$ cat src/rtl/core/sst_pkg.sv
// shared types, character codes and helpers for the style-sheet tokenizer
`default_nettype none

package sst_pkg;

  // input item kinds
  typedef enum logic {
    KIND_BYTE = 1'b0,
    KIND_END  = 1'b1
  } kind_e;

  // token event codes
  typedef enum logic [2:0] {
    EV_NAME   = 3'd0,
    EV_OPEN   = 3'd1,
    EV_KEY    = 3'd2,
    EV_VALUE  = 3'd3,
    EV_COMMIT = 3'd4,
    EV_CLOSE  = 3'd5,
    EV_END    = 3'd6
  } event_e;

  // character codes
  localparam logic [7:0] CH_SLASH  = 8'h2F;
  localparam logic [7:0] CH_STAR   = 8'h2A;
  localparam logic [7:0] CH_LBRACE = 8'h7B;
  localparam logic [7:0] CH_RBRACE = 8'h7D;
  localparam logic [7:0] CH_COLON  = 8'h3A;
  localparam logic [7:0] CH_SEMI   = 8'h3B;
  localparam logic [7:0] CH_SPACE  = 8'h20;
  localparam logic [7:0] CH_TAB    = 8'h09;
  localparam logic [7:0] CH_CR     = 8'h0D;
  localparam logic [7:0] CH_LF     = 8'h0A;

  // event queue geometry
  localparam int unsigned QDEPTH = 4;
  localparam int unsigned QAW    = $clog2(QDEPTH);
  localparam int unsigned QCW    = $clog2(QDEPTH + 1);

  // events caused by one input item; only the first can carry a character
  typedef struct packed {
    logic [1:0] cnt;
    event_e     ev0;
    event_e     ev1;
    event_e     ev2;
    logic [7:0] ch;
  } bundle_t;

  function automatic logic is_ws(input logic [7:0] c);
    return (c == CH_SPACE) || (c == CH_TAB) || (c == CH_CR) || (c == CH_LF);
  endfunction

endpackage

`default_nettype wire

$ cat src/rtl/core/style_sheet_tokenizer.sv
// top level of the style-sheet tokenizer: front end, event queue, back end
//
// The slave stream carries one text byte per transfer (s_tdata_i) with
// s_tuser_i low; a transfer with s_tuser_i high marks end of text, flushes
// the held lookahead byte, emits the end event and returns to the reset state.
// The master stream carries one token event per transfer: the event code in
// m_tuser_o, the character (or zero) in m_tdata_o, and m_tlast_o on the
// final event caused by one input transfer. Bytes that cause no event give
// no output transfer.
// One byte is held back as lookahead, so a byte's events appear when the
// next byte (or the end mark) arrives; the first event then passes through the
// event queue and the output register. Input is taken one byte per cycle;
// the back end sends one event per cycle, so items with two or three events
// use the four-entry event queue, and s_tready_o drops only while it is full.
// When the receiver stalls, the output register holds its event and the
// queue fills before the input side backs up.
// Reset clears the parse state, the lookahead byte and the queue.
`default_nettype none

module style_sheet_tokenizer (
  input  wire logic        clk_i,
  input  wire logic        rst_ni,
  input  wire logic        s_tvalid_i,
  output logic             s_tready_o,
  input  wire logic [7:0]  s_tdata_i,   // [7:0] char_in
  input  wire logic        s_tuser_i,   // [0] kind
  output logic             m_tvalid_o,
  input  wire logic        m_tready_i,
  output logic [7:0]       m_tdata_o,   // [7:0] char_out
  output logic [2:0]       m_tuser_o,   // [2:0] event_res
  output logic             m_tlast_o    // last
);
  import sst_pkg::*;

  logic    push, full, pop, empty;
  bundle_t push_data, head;

  sst_front u_front (
    .clk_i    (clk_i),
    .rst_ni   (rst_ni),
    .valid_i  (s_tvalid_i),
    .ready_o  (s_tready_o),
    .kind_i   (s_tuser_i),
    .char_i   (s_tdata_i),
    .q_full_i (full),
    .push_o   (push),
    .bundle_o (push_data)
  );

  sst_queue u_queue (
    .clk_i       (clk_i),
    .rst_ni      (rst_ni),
    .push_i      (push),
    .push_data_i (push_data),
    .full_o      (full),
    .pop_i       (pop),
    .empty_o     (empty),
    .head_o      (head)
  );

  sst_back u_back (
    .clk_i      (clk_i),
    .rst_ni     (rst_ni),
    .empty_i    (empty),
    .head_i     (head),
    .pop_o      (pop),
    .m_tvalid_o (m_tvalid_o),
    .m_tready_i (m_tready_i),
    .m_tdata_o  (m_tdata_o),
    .m_tuser_o  (m_tuser_o),
    .m_tlast_o  (m_tlast_o)
  );

endmodule

`default_nettype wire

$ cat src/rtl/core/sst_front.sv
// front end: accepts bytes, keeps the lookahead byte and parse state, builds event bundles
`default_nettype none

module sst_front (
  input  wire logic            clk_i,
  input  wire logic            rst_ni,
  input  wire logic            valid_i,
  output logic                 ready_o,
  input  wire logic            kind_i,
  input  wire logic [7:0]      char_i,
  input  wire logic            q_full_i,
  output logic                 push_o,
  output sst_pkg::bundle_t     bundle_o
);
  import sst_pkg::*;

  typedef enum logic [2:0] {
    ST_OUT   = 3'd0,
    ST_LINE  = 3'd1,
    ST_BLOCK = 3'd2,
    ST_NAME  = 3'd3,
    ST_KEY   = 3'd4,
    ST_PRE   = 3'd5,
    ST_VAL   = 3'd6
  } state_e;

  state_e     st_q, st_d, h_st;
  logic [7:0] held_q, held_d;
  logic       held_vld_q, held_vld_d;
  logic       accept, has_next, took;
  logic [1:0] h_cnt;
  event_e     h_ev0, h_ev1;
  logic [7:0] h_ch;
  bundle_t    b;

  assign ready_o  = !q_full_i;
  assign accept   = valid_i && ready_o;
  assign has_next = (kind_i == KIND_BYTE);

  // handle the held byte with the incoming byte as lookahead
  always_comb begin
    h_st  = st_q;
    h_cnt = 2'd0;
    h_ev0 = EV_NAME;
    h_ev1 = EV_NAME;
    h_ch  = 8'd0;
    took  = 1'b0;
    unique case (st_q)
      ST_OUT: begin
        if (held_q == CH_SLASH && has_next && char_i == CH_SLASH) begin
          h_st = ST_LINE;
          took = 1'b1;
        end else if (held_q == CH_SLASH && has_next && char_i == CH_STAR) begin
          h_st = ST_BLOCK;
          took = 1'b1;
        end else if (!is_ws(held_q)) begin
          h_cnt = 2'd1;
          h_ev0 = EV_NAME;
          h_ch  = held_q;
          h_st  = ST_NAME;
        end
      end
      ST_LINE: begin
        if (held_q == CH_LF) h_st = ST_OUT;
      end
      ST_BLOCK: begin
        if (held_q == CH_STAR && has_next && char_i == CH_SLASH) begin
          h_st = ST_OUT;
          took = 1'b1;
        end
      end
      ST_NAME: begin
        if (is_ws(held_q)) begin
          h_st = ST_NAME;
        end else if (held_q == CH_LBRACE) begin
          h_cnt = 2'd1;
          h_ev0 = EV_OPEN;
          h_st  = ST_KEY;
        end else begin
          h_cnt = 2'd1;
          h_ev0 = EV_NAME;
          h_ch  = held_q;
        end
      end
      ST_KEY: begin
        if (is_ws(held_q)) begin
          h_st = ST_KEY;
        end else if (held_q == CH_COLON) begin
          h_st = ST_PRE;
        end else if (held_q == CH_RBRACE) begin
          h_cnt = 2'd1;
          h_ev0 = EV_CLOSE;
          h_st  = ST_OUT;
        end else begin
          h_cnt = 2'd1;
          h_ev0 = EV_KEY;
          h_ch  = held_q;
        end
      end
      ST_PRE: begin
        if (!is_ws(held_q)) begin
          h_cnt = 2'd1;
          h_ev0 = EV_VALUE;
          h_ch  = held_q;
          h_st  = ST_VAL;
        end
      end
      ST_VAL: begin
        if (held_q == CH_SEMI) begin
          h_cnt = 2'd1;
          h_ev0 = EV_COMMIT;
          h_st  = ST_KEY;
        end else if (held_q == CH_RBRACE) begin
          h_cnt = 2'd2;
          h_ev0 = EV_COMMIT;
          h_ev1 = EV_CLOSE;
          h_st  = ST_OUT;
        end else begin
          h_cnt = 2'd1;
          h_ev0 = EV_VALUE;
          h_ch  = held_q;
        end
      end
      default: begin
        h_st = st_q;
      end
    endcase
    if (!held_vld_q) begin
      h_cnt = 2'd0;
      h_ch  = 8'd0;
      h_st  = st_q;
      took  = 1'b0;
    end
  end

  // assemble the bundle, appending the end event on an end item
  always_comb begin
    b.cnt = h_cnt;
    b.ev0 = h_ev0;
    b.ev1 = h_ev1;
    b.ev2 = EV_END;
    b.ch  = h_ch;
    if (kind_i == KIND_END) begin
      b.cnt = h_cnt + 2'd1;
      case (h_cnt)
        2'd0:    begin
          b.ev0 = EV_END;
          b.ch  = 8'd0;
        end
        2'd1:    b.ev1 = EV_END;
        default: b.ev2 = EV_END;
      endcase
    end
  end

  assign bundle_o = b;
  assign push_o   = accept && (b.cnt != 2'd0);

  // next parse state and lookahead byte
  always_comb begin
    st_d       = st_q;
    held_d     = held_q;
    held_vld_d = held_vld_q;
    if (kind_i == KIND_END) begin
      st_d       = ST_OUT;
      held_d     = 8'd0;
      held_vld_d = 1'b0;
    end else begin
      st_d = h_st;
      if (took) begin
        held_d     = 8'd0;
        held_vld_d = 1'b0;
      end else begin
        held_d     = char_i;
        held_vld_d = 1'b1;
      end
    end
  end

  // state registers, updated per accepted transfer
  always_ff @(posedge clk_i or negedge rst_ni) begin
    if (!rst_ni) begin
      st_q       <= ST_OUT;
      held_q     <= 8'd0;
      held_vld_q <= 1'b0;
    end else if (accept) begin
      st_q       <= st_d;
      held_q     <= held_d;
      held_vld_q <= held_vld_d;
    end
  end

endmodule

`default_nettype wire

$ cat src/rtl/core/sst_queue.sv
// small flop-based queue of event bundles between front and back end
`default_nettype none

module sst_queue (
  input  wire logic             clk_i,
  input  wire logic             rst_ni,
  input  wire logic             push_i,
  input  sst_pkg::bundle_t      push_data_i,
  output logic                  full_o,
  input  wire logic             pop_i,
  output logic                  empty_o,
  output sst_pkg::bundle_t      head_o
);
  import sst_pkg::*;

  bundle_t           mem_q [QDEPTH];
  logic [QAW-1:0]    wptr_q, rptr_q;
  logic [QCW-1:0]    cnt_q, cnt_d;
  logic              do_push, do_pop;

  assign full_o  = (cnt_q == QCW'(QDEPTH));
  assign empty_o = (cnt_q == '0);
  assign head_o  = mem_q[rptr_q];
  assign do_push = push_i && !full_o;
  assign do_pop  = pop_i && !empty_o;

  // occupancy
  always_comb begin
    cnt_d = cnt_q;
    if (do_push && !do_pop) cnt_d = cnt_q + 1'b1;
    else if (!do_push && do_pop) cnt_d = cnt_q - 1'b1;
  end

  // pointers and count
  always_ff @(posedge clk_i or negedge rst_ni) begin
    if (!rst_ni) begin
      wptr_q <= '0;
      rptr_q <= '0;
      cnt_q  <= '0;
    end else begin
      if (do_push) wptr_q <= wptr_q + 1'b1;
      if (do_pop)  rptr_q <= rptr_q + 1'b1;
      cnt_q <= cnt_d;
    end
  end

  // storage
  always_ff @(posedge clk_i) begin
    if (do_push) mem_q[wptr_q] <= push_data_i;
  end

endmodule

`default_nettype wire

$ cat src/rtl/core/sst_back.sv
// back end: expands bundles into single events into the output register
`default_nettype none

module sst_back (
  input  wire logic            clk_i,
  input  wire logic            rst_ni,
  input  wire logic            empty_i,
  input  sst_pkg::bundle_t     head_i,
  output logic                 pop_o,
  output logic                 m_tvalid_o,
  input  wire logic            m_tready_i,
  output logic [7:0]           m_tdata_o,
  output logic [2:0]           m_tuser_o,
  output logic                 m_tlast_o
);
  import sst_pkg::*;

  logic [1:0] idx_q;
  logic       vld_q;
  logic [7:0] data_q;
  event_e     ev_q, sel_ev;
  logic       last_q, sel_last, load, take;
  logic [7:0] sel_ch;

  // pick the event at the current index of the head bundle
  always_comb begin
    case (idx_q)
      2'd0:    begin
        sel_ev = head_i.ev0;
        sel_ch = head_i.ch;
      end
      2'd1:    begin
        sel_ev = head_i.ev1;
        sel_ch = 8'd0;
      end
      default: begin
        sel_ev = head_i.ev2;
        sel_ch = 8'd0;
      end
    endcase
    sel_last = (idx_q == head_i.cnt - 2'd1);
  end

  assign load  = !vld_q || m_tready_i;
  assign take  = load && !empty_i;
  assign pop_o = take && sel_last;

  // event index within the head bundle
  always_ff @(posedge clk_i or negedge rst_ni) begin
    if (!rst_ni) begin
      idx_q <= 2'd0;
      vld_q <= 1'b0;
    end else begin
      if (take) idx_q <= sel_last ? 2'd0 : idx_q + 2'd1;
      if (load) vld_q <= !empty_i;
    end
  end

  // output payload register
  always_ff @(posedge clk_i) begin
    if (take) begin
      data_q <= sel_ch;
      ev_q   <= sel_ev;
      last_q <= sel_last;
    end
  end

  assign m_tvalid_o = vld_q;
  assign m_tdata_o  = data_q;
  assign m_tuser_o  = ev_q;
  assign m_tlast_o  = last_q;

endmodule

`default_nettype wire

$ cat config.mk
export PLATFORM = sky130hd
export DESIGN_NAME = style_sheet_tokenizer
export DESIGN_NICKNAME = d
export VERILOG_FILES = /design/src/rtl/core/sst_pkg.sv /design/src/rtl/core/style_sheet_tokenizer.sv /design/src/rtl/core/sst_front.sv /design/src/rtl/core/sst_queue.sv /design/src/rtl/core/sst_back.sv
export SDC_FILE = /design/constraint.sdc
export NUM_CORES = 1
export LEC_CHECK = 0
export BUFFER_PORTS_ARGS = -buffer_cell sky130_fd_sc_hd__buf_2
export CAP_MARGIN = 20
export CORE_MARGIN = 4
export CORE_UTILIZATION = 35
export CTS_BUF_LIST = sky130_fd_sc_hd__clkbuf_8
export DETAILED_ROUTE_END_ITERATION = 16
export HOLD_SLACK_MARGIN = 0.05
export SLEW_MARGIN = 10
export SYNTH_ARGS = -nofsm -noshare
export SYNTH_HDL_FRONTEND = slang
export SYNTH_SLANG_ARGS = --single-unit
$ cat constraint.sdc
create_clock -name clk_i -period 4.55 [get_ports clk_i]
set_input_delay 0.6825 -clock clk_i [delete_from_list [all_inputs] [get_ports clk_i]]
set_output_delay 0.6825 -clock clk_i [all_outputs]
set_load 0.01 [all_outputs]
==> results.sh <==
export IMPL_seqCellArea_um2=2830
export IMPL_ys_seq_area_share_pct=60.9
export IMPL_startpoint_type="flop"
export IMPL_drive_gt1_share_pct=23.0
export IMPL_leakage_nw=1.87
export IMPL_tightest_slew_ps=758
export IMPL_grt_max_degree=23
export IMPL_dieArea_um2=15200
export IMPL_dp_hpwl_um=6280
export IMPL_hold_viol_final=0
export IMPL_row_count=41
export IMPL_worst_slack_ps=482
export IMPL_dr_pass1_iters=4
export IMPL_pre_cts_ws_ps=304
export IMPL_crit_slowest_cell="dfrtp_1"
export IMPL_grt_first_pass_wirelength_um=14500
export IMPL_seq_power_share_pct=45.7
export IMPL_synthToLayoutAreaGrowth_pct=11.1
export IMPL_cts_sinks=98
export IMPL_p_comb_share_pct=36.3
export IMPL_synth_edf_count=76
export IMPL_grt_overflow_total=0
export IMPL_routedWlPerCell_um=16.7
export IMPL_power_per_cell_area_nw_per_um2=613
export IMPL_syn_num_nets=358
export IMPL_placed_cell_area_um2=4960
export IMPL_vias_per_cell=5.21
export IMPL_gp_congestion=0.891
export IMPL_status="complete, no violations"
export IMPL_multi_input_area_um2=1650
export IMPL_path_class="flop to flop"
export IMPL_power_internal_mw=2.06
export IMPL_drcViolationCount=0
export IMPL_hold_class="input pin to asynchronous set/reset pin"
export IMPL_p_sw_share_pct=34.8
export IMPL_vdd_drop_max_mv=0.250
export IMPL_crit_family="adder cells"
export IMPL_ys_seq_elements=98
export IMPL_fin_area_um2=5160
export IMPL_die_h_um=123
export IMPL_coreArea_um2=12800
export IMPL_power_frac_clock_pct=18.0
export IMPL_synthArstFlopShare_pct=22.4
export IMPL_wl_um=9000
export IMPL_fmax_mhz=246
export IMPL_synth_area_um2=4650
export IMPL_track_usage_pct=12.6
export IMPL_post_cts_buffers=0
export IMPL_switchingPower_mw=1.10
export IMPL_path_buf_inv=5
export IMPL_netlist_instances=335
export IMPL_clock_skew_ps=9.36
export IMPL_grt_antenna_before_repair=0
export IMPL_ys_warnings_count=0
export IMPL_fill_cells=1203
export IMPL_reg2reg_from="u_front.st_q[2]"
export IMPL_required_ps=4800
export IMPL_crit_chain="clkinv_1 -> nor3_2 -> a211oi_1 -> a211oi_2 -> inv_1 -> ha_1 -> inv_1 -> a21oi_1 -> mux2i_1 -> inv_1 -> ha_1 -> inv_1 -> fa_1 -> mux2_2"
export IMPL_drv_cap=0
export IMPL_final_max_slew_viol_count=0
export IMPL_clockBufferDepth=2
export IMPL_numCtsBuffers=9
export IMPL_cp_max_fo=11
export IMPL_drt_initial_drc_count=115
export IMPL_synth_distinct_cells=64
export IMPL_period_minus_slack_ps=4070
export IMPL_die_w_um=123
export IMPL_cts_clk_slew_worst_paths_ps=90
export IMPL_slowest_delay_ps=530
export IMPL_rsz0062_at_grt="no"
export IMPL_htree_levels=3
export IMPL_ant_nets=0
export IMPL_num_vias=2802
export IMPL_hold_ws_ps=302
export IMPL_yosys_most_used_dff="edfxtp_1"
export IMPL_cp_arrival_ps=4310
export IMPL_cp_startpoint="u_front.st_q[2]"
export IMPL_insertion_delay_ps=360
export IMPL_cpMostUsedCell="inv_1"
export IMPL_cts_tree="built"
export IMPL_cts_hold_buf=0
export IMPL_first_global_vias=2682
export IMPL_port_buffers=26
export IMPL_boundaryPins=27
export IMPL_initial_core_util_pct=36.2
export IMPL_avgSynthCellArea_um2=13.9
export IMPL_tns_ps=0
export IMPL_antenna_cells=0
export IMPL_finalSetupViolCount=0
export IMPL_final_nets=384
export IMPL_min_period_over_period_pct=89.4
export IMPL_crit_path_end_kind="flop"
export IMPL_clock_root_buffer="clkbuf_8"
export IMPL_post_route_util_pct=40.3
export IMPL_max_slew_margin_rel_pct=49.2
==> registers in the layout, indices dropped and copies added (netlist names) <==
| signal | cells |
|---|---|
| u_front.held_vld_q | 1 |
| u_back.idx_q | 2 |
| u_queue.wptr_q | 2 |
| u_back.m_tvalid_o | 1 |
| u_back.m_tuser_o | 3 |
| u_front.st_q | 3 |
| u_queue.mem_q | 64 |
| u_front.held_q | 8 |
| u_queue.rptr_q | 2 |
| u_queue.cnt_q | 3 |
| u_back.m_tlast_o | 1 |
| u_back.m_tdata_o | 8 |
==> routing by layer <==
metal,vias to the layer above,global-route usage (%),part of all wire [%]
met3,11,3.80,4.8
met4,0,2.91,1.4
li1,1323,-,-
met1,1395,17.3,47
met2,73,19.6,47
met5,-,0,0
==> Yosys cell counts, types with 2 or more instances <==
| library cell | instances | area [um2] |
|---|---|---|
| edfxtp_1 | 76 | 2280 |
| nand2_1 | 24 | 90.1 |
| dfrtp_1 | 22 | 551 |
| inv_1 | 17 | 63.8 |
| and2_1 | 16 | 100 |
| mux4_2 | 16 | 360 |
| a21oi_1 | 12 | 60.1 |
| nor2_1 | 12 | 45.0 |
| o21ai_0 | 12 | 60.1 |
| clkbuf_1 | 9 | 33.8 |
| ha_1 | 9 | 113 |
| a22o_1 | 8 | 70.1 |
| nand3_1 | 7 | 35.0 |
| xnor2_1 | 7 | 61.3 |
| buf_2 | 6 | 30.0 |
| nor2b_1 | 5 | 31.3 |
| nor3_1 | 5 | 25.0 |
| a31oi_1 | 4 | 25.0 |
| a22oi_1 | 3 | 22.5 |
| buf_6 | 3 | 33.8 |
| mux2_2 | 3 | 33.8 |
| nand4_1 | 3 | 18.8 |
| o211ai_1 | 3 | 22.5 |
| a211oi_1 | 2 | 15.0 |
| a21boi_0 | 2 | 15.0 |
| a21o_1 | 2 | 15.0 |
| a311o_1 | 2 | 20.0 |
| and3_1 | 2 | 12.5 |
| buf_1 | 2 | 7.51 |
| mux2i_1 | 2 | 20.0 |
| nand2b_4 | 2 | 27.5 |
| nor4b_1 | 2 | 17.5 |
| o311ai_0 | 2 | 17.5 |
| o31ai_1 | 2 | 15.0 |
| xor2_1 | 2 | 17.5 |
==> kinds of logic after synthesis <==
| kind of cell | after synthesis | synth area share [%] |
|---|---|---|
| and+or+nand+nor | 91 | 11.2 |
| muxes | 21 | 8.91 |
| AOI/OAI and AO/OA | 68 | 10.7 |
| DFF | 98 | 60.9 |
| buffers and inverters | 38 | 3.71 |
| xor gates and xnor gates | 9 | 1.70 |
| adders and majority gates | 10 | 2.85 |
==> layout by cell type, fill, tap and decap left out, types with 5 or more instances in the layout <==
master / count
clkbuf_8: 10
nor2_1: 12
nand2_1: 24
a22o_1: 8
nor2b_1: 5
nand3_1: 7
a21oi_1: 12
xnor2_1: 7
and2_1: 16
edfxtp_1: 76
buf_2: 26
inv_1: 19
o21ai_0: 12
buf_4: 9
ha_1: 9
mux4_2: 16
dfrtp_1: 22
==> what timing repair did <==
item,4_1_cts,5_1_grt
resized for setup,0,1
setup endpoints to repair,0,2
endpoints found under the hold margin,0,0
==> layout make-up <==
class	count	share of cell area [%]
repair buffers	35	3.83
clock buffers	10	2.67
multi-input cells	199	31.9
well taps	172	4.17
clock inverters	6	1.24
inverters	18	1.31
flip-flops and latches	98	54.9
==> power groups by stage <==
stage	registers, mW	clock network, mW	logic [mW]
global placement	1.46	0	1.14
finish	1.44	0.570	1.15
detailed placement	1.47	0	1.15
floorplan	1.38	0	0.930
global route	1.48	0.632	1.29
CTS	1.45	0.588	1.16
==> path summary, 6_finish.rpt <==
kind | endpoint | slack, ps | depth (start not counted)
min reg2reg | u_queue.cnt_q[2] | 500 | 1
max | u_queue.cnt_q[1] | 480 | 14
min in group clk_i | u_queue.cnt_q[2] | 500 | 1
min | u_back.idx_q[0] | 300 | 1
max reg2reg | u_queue.cnt_q[1] | 480 | 14
max in group asynchronous | u_front.held_q[5] | 3840 | 1
==> stage by stage <==
step,instances,power [mW]
6_report,538,3.16
5_1_grt,538,3.40
4_1_cts,538,3.20
3_5_place_dp,522,2.62
3_3_place_gp,522,2.60
2_1_floorplan,335,2.31
No activity file was read; power rests on OpenSTA's default activity.
